File: config.mk
export PLATFORM = sky130hd
export DESIGN_NAME = bounded_multiset_table_top
export DESIGN_NICKNAME = d
export VERILOG_FILES = /design/src/hdl/bms_pkg.sv /design/src/hdl/bms_store.sv /design/src/hdl/bounded_multiset_table_top.sv
export SDC_FILE = /design/constraint.sdc
export NUM_CORES = 1
export LEC_CHECK = 0
export BUFFER_PORTS_ARGS = -buffer_cell sky130_fd_sc_hd__buf_4
export CORE_MARGIN = 5
export CORE_UTILIZATION = 30
export CTS_CLUSTER_SIZE = 40
export DETAILED_ROUTE_END_ITERATION = 8
export PLACE_DENSITY = 0.54
export RECOVER_POWER = 50
export SLEW_MARGIN = 15
export SYNTH_ARGS = -nofsm -noshare
export SYNTH_HDL_FRONTEND = slang
export SYNTH_SLANG_ARGS = --single-unit
File: constraint.sdc
create_clock -name aclk -period 5.1 [get_ports aclk]
set_clock_uncertainty 0.05 [all_clocks]
set_input_delay 0.255 -clock aclk [delete_from_list [all_inputs] [get_ports aclk]]
set_output_delay 0.255 -clock aclk [all_outputs]
set_load 0.03 [all_outputs]
File: src/hdl/bms_pkg.sv
`timescale 1ns / 1ps
// ----------------------------------------------------------------------------
// Bounded multiset table package
// Opcodes, field widths and default sizes shared by the table modules.
// ----------------------------------------------------------------------------
package bms_pkg;

    localparam int CAPACITY_DEFAULT    = 16;
    localparam int VALUE_WIDTH_DEFAULT = 32;

    localparam int OPCODE_W  = 2;
    localparam int ENTRY_W   = 32;
    localparam int COUNT_FW  = 5;
    localparam int RESULT_W  = 1 + COUNT_FW + 1 + COUNT_FW + 1;
    localparam int M_TDATA_W = ((RESULT_W + 7) / 8) * 8;
    localparam int S_TDATA_W = ENTRY_W;

    typedef enum logic [OPCODE_W-1:0] {
        OP_ADD    = 2'd0,
        OP_REMOVE = 2'd1,
        OP_CLEAR  = 2'd2,
        OP_QUERY  = 2'd3
    } op_t;

endpackage

File: src/hdl/bms_store.sv
`timescale 1ns / 1ps
// ----------------------------------------------------------------------------
// Bounded multiset table entry store
// Single write port, single registered read port entry memory.
// ----------------------------------------------------------------------------
module bms_store #(
    parameter int CAPACITY    = 16,
    parameter int VALUE_WIDTH = 32,
    parameter int IDX_W       = (CAPACITY > 1) ? $clog2(CAPACITY) : 1
) (
    input  logic                   aclk,
    input  logic                   wr_en,
    input  logic [IDX_W-1:0]       wr_addr,
    input  logic [VALUE_WIDTH-1:0] wr_data,
    input  logic [IDX_W-1:0]       rd_addr,
    output logic [VALUE_WIDTH-1:0] rd_data
);

    logic [VALUE_WIDTH-1:0] mem [CAPACITY];
    logic [VALUE_WIDTH-1:0] rd_data_reg;

    always_ff @(posedge aclk) begin
        if (wr_en) begin
            mem[wr_addr] <= wr_data;
        end
    end

    always_ff @(posedge aclk) begin
        rd_data_reg <= mem[rd_addr];
    end

    assign rd_data = rd_data_reg;

endmodule

File: src/hdl/bounded_multiset_table_top.sv
`timescale 1ns / 1ps
// ----------------------------------------------------------------------------
// Bounded multiset table
// Fixed-capacity bag of values with add, remove, clear and query operations.
// ----------------------------------------------------------------------------
// Usage:
//   Input transfers carry the opcode on s_tuser and the value on s_tdata.
//   Each produces one result transfer on m_tdata describing the bag after
//   the operation: accepted flag, frequency of the value, presence, entry
//   count and empty flag.
//   One comparator walks the N held entries through the store's single
//   read port, one per cycle, to count matches, locate the first match and
//   pick up the last entry; an update step then updates the store.
//   A clear, or any operation while the bag is empty, skips the scan and
//   goes straight to the update step.
//   s_tready is high only while the block is idle.
//   A waiting result sits in the output register; while the receiver stalls
//   the block finishes the next item's scan, then holds in its update step.
//   Reset empties the bag and drops any pending result; the store contents
//   are left as they are and are never read before written.
// ----------------------------------------------------------------------------
module bounded_multiset_table_top #(
    parameter int CAPACITY    = bms_pkg::CAPACITY_DEFAULT,
    parameter int VALUE_WIDTH = bms_pkg::VALUE_WIDTH_DEFAULT
) (
    input  logic                           aclk,
    input  logic                           aresetn,
    input  logic                           s_tvalid,
    output logic                           s_tready,
    // entry_value[31:0]
    input  logic [bms_pkg::S_TDATA_W-1:0]  s_tdata,
    // opcode[1:0]
    input  logic [bms_pkg::OPCODE_W-1:0]   s_tuser,
    output logic                           m_tvalid,
    input  logic                           m_tready,
    // accepted[0], frequency[5:1], present[6], item_count[11:7],
    // is_empty[12], zero[15:13]
    output logic [bms_pkg::M_TDATA_W-1:0]  m_tdata
);

    import bms_pkg::*;

    localparam int IDX_W = (CAPACITY > 1) ? $clog2(CAPACITY) : 1;
    localparam int CNT_W = $clog2(CAPACITY + 1);
    localparam int PAD_W = M_TDATA_W - RESULT_W;

    typedef enum logic [1:0] {
        ST_IDLE,
        ST_SCAN,
        ST_DRAIN,
        ST_UPDATE
    } state_t;

    state_t                 state_reg,     state_next;
    op_t                    op_reg,        op_next;
    logic [VALUE_WIDTH-1:0] value_reg,     value_next;
    logic [CNT_W-1:0]       count_reg,     count_next;
    logic [IDX_W-1:0]       idx_reg,       idx_next;
    logic                   cmp_valid_reg, cmp_valid_next;
    logic [IDX_W-1:0]       cmp_idx_reg,   cmp_idx_next;
    logic [CNT_W-1:0]       match_reg,     match_next;
    logic                   found_reg,     found_next;
    logic [IDX_W-1:0]       first_reg,     first_next;
    logic [VALUE_WIDTH-1:0] last_reg,      last_next;
    logic                   m_tvalid_reg,  m_tvalid_next;
    logic [M_TDATA_W-1:0]   m_tdata_reg,   m_tdata_next;

    logic                   mem_wr_en;
    logic [IDX_W-1:0]       mem_wr_addr;
    logic [VALUE_WIDTH-1:0] mem_wr_data;
    logic [VALUE_WIDTH-1:0] mem_rd_data;

    logic                   upd_ok;
    logic [CNT_W-1:0]       upd_freq;
    logic [CNT_W-1:0]       upd_count;
    logic [CNT_W-1:0]       last_pos;

    bms_store #(
        .CAPACITY    (CAPACITY),
        .VALUE_WIDTH (VALUE_WIDTH),
        .IDX_W       (IDX_W)
    ) u_store (
        .aclk    (aclk),
        .wr_en   (mem_wr_en),
        .wr_addr (mem_wr_addr),
        .wr_data (mem_wr_data),
        .rd_addr (idx_reg),
        .rd_data (mem_rd_data)
    );

    assign last_pos = count_reg - CNT_W'(1);

    always_comb begin
        upd_ok      = 1'b1;
        upd_freq    = match_reg;
        upd_count   = count_reg;
        mem_wr_addr = first_reg;
        mem_wr_data = last_reg;
        case (op_reg)
            OP_ADD: begin
                mem_wr_addr = count_reg[IDX_W-1:0];
                mem_wr_data = value_reg;
                if (count_reg < CNT_W'(CAPACITY)) begin
                    upd_freq  = match_reg + CNT_W'(1);
                    upd_count = count_reg + CNT_W'(1);
                end else begin
                    upd_ok = 1'b0;
                end
            end
            OP_REMOVE: begin
                if (found_reg) begin
                    upd_freq  = match_reg - CNT_W'(1);
                    upd_count = last_pos;
                end else begin
                    upd_ok = 1'b0;
                end
            end
            OP_CLEAR: begin
                upd_freq  = '0;
                upd_count = '0;
            end
            default: begin
            end
        endcase
    end

    always_comb begin
        state_next     = state_reg;
        op_next        = op_reg;
        value_next     = value_reg;
        count_next     = count_reg;
        idx_next       = idx_reg;
        cmp_valid_next = 1'b0;
        cmp_idx_next   = cmp_idx_reg;
        match_next     = match_reg;
        found_next     = found_reg;
        first_next     = first_reg;
        last_next      = last_reg;
        m_tvalid_next  = m_tvalid_reg;
        m_tdata_next   = m_tdata_reg;
        mem_wr_en      = 1'b0;

        if (m_tvalid_reg && m_tready) begin
            m_tvalid_next = 1'b0;
        end

        if (cmp_valid_reg) begin
            if (mem_rd_data == value_reg) begin
                match_next = match_reg + CNT_W'(1);
                if (!found_reg) begin
                    found_next = 1'b1;
                    first_next = cmp_idx_reg;
                end
            end
            if (CNT_W'(cmp_idx_reg) == last_pos) begin
                last_next = mem_rd_data;
            end
        end

        case (state_reg)
            ST_IDLE: begin
                if (s_tvalid) begin
                    op_next    = op_t'(s_tuser);
                    value_next = VALUE_WIDTH'(s_tdata[ENTRY_W-1:0]);
                    match_next = '0;
                    found_next = 1'b0;
                    idx_next   = '0;
                    if (count_reg == '0 || op_t'(s_tuser) == OP_CLEAR) begin
                        state_next = ST_UPDATE;
                    end else begin
                        state_next = ST_SCAN;
                    end
                end
            end
            ST_SCAN: begin
                cmp_valid_next = 1'b1;
                cmp_idx_next   = idx_reg;
                if (CNT_W'(idx_reg) == last_pos) begin
                    state_next = ST_DRAIN;
                end else begin
                    idx_next = idx_reg + IDX_W'(1);
                end
            end
            ST_DRAIN: begin
                state_next = ST_UPDATE;
            end
            ST_UPDATE: begin
                if (!m_tvalid_reg || m_tready) begin
                    mem_wr_en     = upd_ok && (op_reg == OP_ADD || op_reg == OP_REMOVE);
                    count_next    = upd_count;
                    m_tvalid_next = 1'b1;
                    m_tdata_next  = {PAD_W'(0),
                                     upd_count == '0,
                                     COUNT_FW'(upd_count),
                                     upd_freq != '0,
                                     COUNT_FW'(upd_freq),
                                     upd_ok};
                    state_next    = ST_IDLE;
                end
            end
            default: begin
                state_next = ST_IDLE;
            end
        endcase
    end

    always_ff @(posedge aclk) begin
        if (!aresetn) begin
            state_reg     <= ST_IDLE;
            count_reg     <= '0;
            cmp_valid_reg <= 1'b0;
            m_tvalid_reg  <= 1'b0;
        end else begin
            state_reg     <= state_next;
            count_reg     <= count_next;
            cmp_valid_reg <= cmp_valid_next;
            m_tvalid_reg  <= m_tvalid_next;
        end
        op_reg      <= op_next;
        value_reg   <= value_next;
        idx_reg     <= idx_next;
        cmp_idx_reg <= cmp_idx_next;
        match_reg   <= match_next;
        found_reg   <= found_next;
        first_reg   <= first_next;
        last_reg    <= last_next;
        m_tdata_reg <= m_tdata_next;
    end

    assign s_tready = (state_reg == ST_IDLE);
    assign m_tvalid = m_tvalid_reg;
    assign m_tdata  = m_tdata_reg;

    a_count_bound: assert property (@(posedge aclk) disable iff (!aresetn)
        count_reg <= CNT_W'(CAPACITY))
        else $error("entry count exceeds capacity");

    a_match_bound: assert property (@(posedge aclk) disable iff (!aresetn)
        (state_reg != ST_IDLE) |-> (match_reg <= count_reg))
        else $error("match count exceeds entry count");

    a_busy_after_accept: assert property (@(posedge aclk) disable iff (!aresetn)
        (s_tvalid && s_tready) |=> !s_tready)
        else $error("input accepted while busy");

    a_result_from_update: assert property (@(posedge aclk) disable iff (!aresetn)
        $rose(m_tvalid) |-> $past(state_reg == ST_UPDATE))
        else $error("result raised outside update step");

    a_write_in_update: assert property (@(posedge aclk) disable iff (!aresetn)
        mem_wr_en |-> (state_reg == ST_UPDATE && !cmp_valid_reg))
        else $error("store written during scan");

endmodule
==> impl_metrics.py <==
metrics = {
    "power": {
        "p_int_mw": 10.9,
        "ir_drop_mv": 0.467,
        "p_comb_share_pct": 22.5,
        "p_leak_nw": 9.33,
        "switching_power_mw": 4.22,
        "switching_share_pct": 27.9,
        "clock_power_share_pct": 33.4,
        "power.density_nw_per_um2": 513,
        "total_power_mw": 15.1,
        "seqPwrFrac_pct": 44.1,
    },
    "die": {
        "die-area_um2": 89700,
        "dieWidth_um": 299,
        "die_h_um": 299,
        "rows": 106,
        "io_pins": 56,
        "initial_utilization_pct": 30.1,
        "fp.coreArea_um2": 83400,
    },
    "status": {
        "status": "finished, violations left",
        "violations": "max-capacitance violations, max-slew violations",
    },
    "cts": {
        "cts_buffers": 70,
        "h-tree-depth": 3,
        "cts_root_buffer": "clkbuf_16",
        "cts_tree": "done",
        "clk_latency_ps": 620,
        "cts_resized": 0,
        "clock_sinks": 650,
        "clk_pin_slew_ps": 60,
        "max-clock-path-buffers": 3,
    },
    "cells_and_area": {
        "fin_area_um2": 29500,
        "fillers": 7693,
        "finalNetCount": 1404,
        "largest_register": "u_store.mem",
        "post-route-util_pct": 35.4,
        "final_cell_mix": "603 x edfxtp_1, 160 x mux4_2, 119 x nand2_1",
        "diodes": 0,
        "mostFrequentLayoutCell": "edfxtp_1",
        "drive_gt1_share_pct": 23.9,
        "largest_reg_flops": 512,
        "synthToLayoutAreaGrowth_pct": 17.4,
    },
    "timing": {
        "finalSetupViolCount": 0,
        "layout_min_cycle_time_ps": 4250,
        "slew_viol_final": 63,
        "rsz0062_at_grt": "false",
        "slew_headroom_pct": -110,
        "min_period_over_period_pct": 83.3,
        "worst_pin_slew_ps": 3150,
        "setup_slack_ps": 853,
        "setup_tns_ps": 0,
        "hold_viol_final": 0,
        "timing.fmax_mhz": 235,
    },
    "logic_synthesis": {
        "synth-simple-area-share_pct": 4.23,
        "synth_ff_type": "edfxtp_1",
        "synth_fa_ha_area_share_pct": 0.448,
        "synthMuxAreaShare_pct": 14.7,
        "ys.warnings.count": 0,
        "synth_top_family_by_area": "multiplexers",
        "synthXorXnorAreaFrac_pct": 1.76,
        "synth_cell_types": 58,
        "syn_area_um2": 25100,
        "synth-compound-area-share_pct": 1.37,
        "ys_ff_latch": 650,
        "avgSynthCellArea_um2": 20.4,
        "ys_seq_area_share_pct": 75.8,
        "syn_inst": 1231,
        "synth_edf_count": 603,
        "async_flop_share_pct": 0,
    },
    "job": {
        "maxCapViolCount": 2,
    },
    "global_routing": {
        "grt_pass1_wl_um": 84800,
        "grt_pass1_vias": 12400,
        "grtUsageTotal_pct": 12.7,
        "grt_start_max_net_pins": 133,
        "grt_antenna_before_repair": 0,
        "gr-total-overflow": 0,
    },
    "worst_setup_path": {
        "cp-start-kind": "flip-flop",
        "worstPathArrival_ps": 4500,
        "critical_path_class": "flip-flop to flip-flop",
        "worst_path_max_delay_cell": "clkbuf_1",
        "max_stage_delay_ps": 2210,
        "cp_max_fo": 35,
        "critical_path_required_ps": 5350,
        "path_cells": "clkbuf_1 > xnor3_1 > o41ai_4 > a21oi_1",
        "cp-end-kind": "flip-flop",
    },
    "routing": {
        "via_count": 12000,
        "routed_wl_um": 57200,
        "wire_per_inst_um": 22.9,
        "top_layer": "met4",
        "met1_length_um": 26800,
        "wl_met3_um": 3030,
        "first_iter_violations": 1107,
        "via_per_inst": 4.81,
        "drc": 0,
        "drt_first_pass_iters": 5,
        "wl_met2_um": 26200,
        "antenna_left": 0,
    },
    "place": {
        "gp_congestion": 0.773,
        "port_buffers": 52,
        "hpwl_um": 33000,
        "place_ws_ps": 1340,
        "postPlaceCellArea_um2": 26900,
    },
    "hold_path": {
        "hp-class": "primary input to flip-flop",
    },
}
[power by group through the flow]
stage,logic (mW),registers [mW],clock network [mW]
2_1_floorplan,2.58,6.63,0
3_5_place_dp,3.45,6.79,0
4_1_cts,3.49,6.68,5.18
6_report,3.41,6.67,5.05
5_1_grt,3.68,6.71,5.41
3_3_place_gp,3.42,6.78,0
[synth_stat cells, drive strengths merged, types with 17 or more instances]
cell      n  area (um2)
edfxtp  603       18100
nor2     28         105
buf      41         283
nor4     17         106
clkbuf   21        78.8
nand2   119         447
inv      17        63.8
mux4    160        3600
xor2     38         333
dfxtp    47         941
[per-layer routing]
| metal | vias up | track usage (%) |
|---|---|---|
| met1 | 6377 | 18.4 |
| met5 | - | 0 |
| met3 | 85 | 2.82 |
| met2 | 318 | 19.5 |
| li1 | 5226 | - |
| met4 | 0 | 3.42 |
[cell families after synthesis]
logic type      after synthesis
simple gates                226
flops                       650
fa+ha+maj                     9
xor+xnor                     49
other cells                   1
compound gates               48
buf+inv                      79
mux                         169
[repair_timing]
action	4_1_cts	5_1_grt
hold buffers	36	0
hold endpoints to repair	39	0
buffers inserted	0	0
[area by class of cell]
class	count	area (um2)	area share (%)
multi-input combinational	504	5800	19.6
timing repair buffer	114	942	3.19
tap	1080	1350	4.58
inverter	17	63.8	0.216
clock buffer	93	1900	6.44
sequential	650	19000	64.6
clock inverter	36	395	1.34
[worst max-delay path: cells and delay by family (launching register included)]
kind	cells	cell delay (ps)
AOI/OAI and AO/OA	2	710
xor gates and xnor gates	1	640
DFF	1	320
buffers and inverters	1	2210
[path summary, 6_finish.rpt]
kind,start,end,slack [ps],cells past startpoint
setup / recovery,idx_reg[3],idx_reg[0],850,4
hold / removal,s_tvalid,state_reg[0],140,4
setup reg to reg,idx_reg[3],idx_reg[0],850,4
hold reg to reg,u_store.rd_data[15],last_reg[15],400,0
[stage by stage]
| step | hold slack, ps | instances |
|---|---|---|
| 2_1_floorplan | 304 | 1233 |
| 3_3_place_gp | 382 | 2329 |
| 3_5_place_dp | 384 | 2329 |
| 4_1_cts | 101 | 2494 |
| 5_1_grt | 144 | 2494 |
| 6_report | 135 | 2494 |
(Power assumes the default switching activity.)
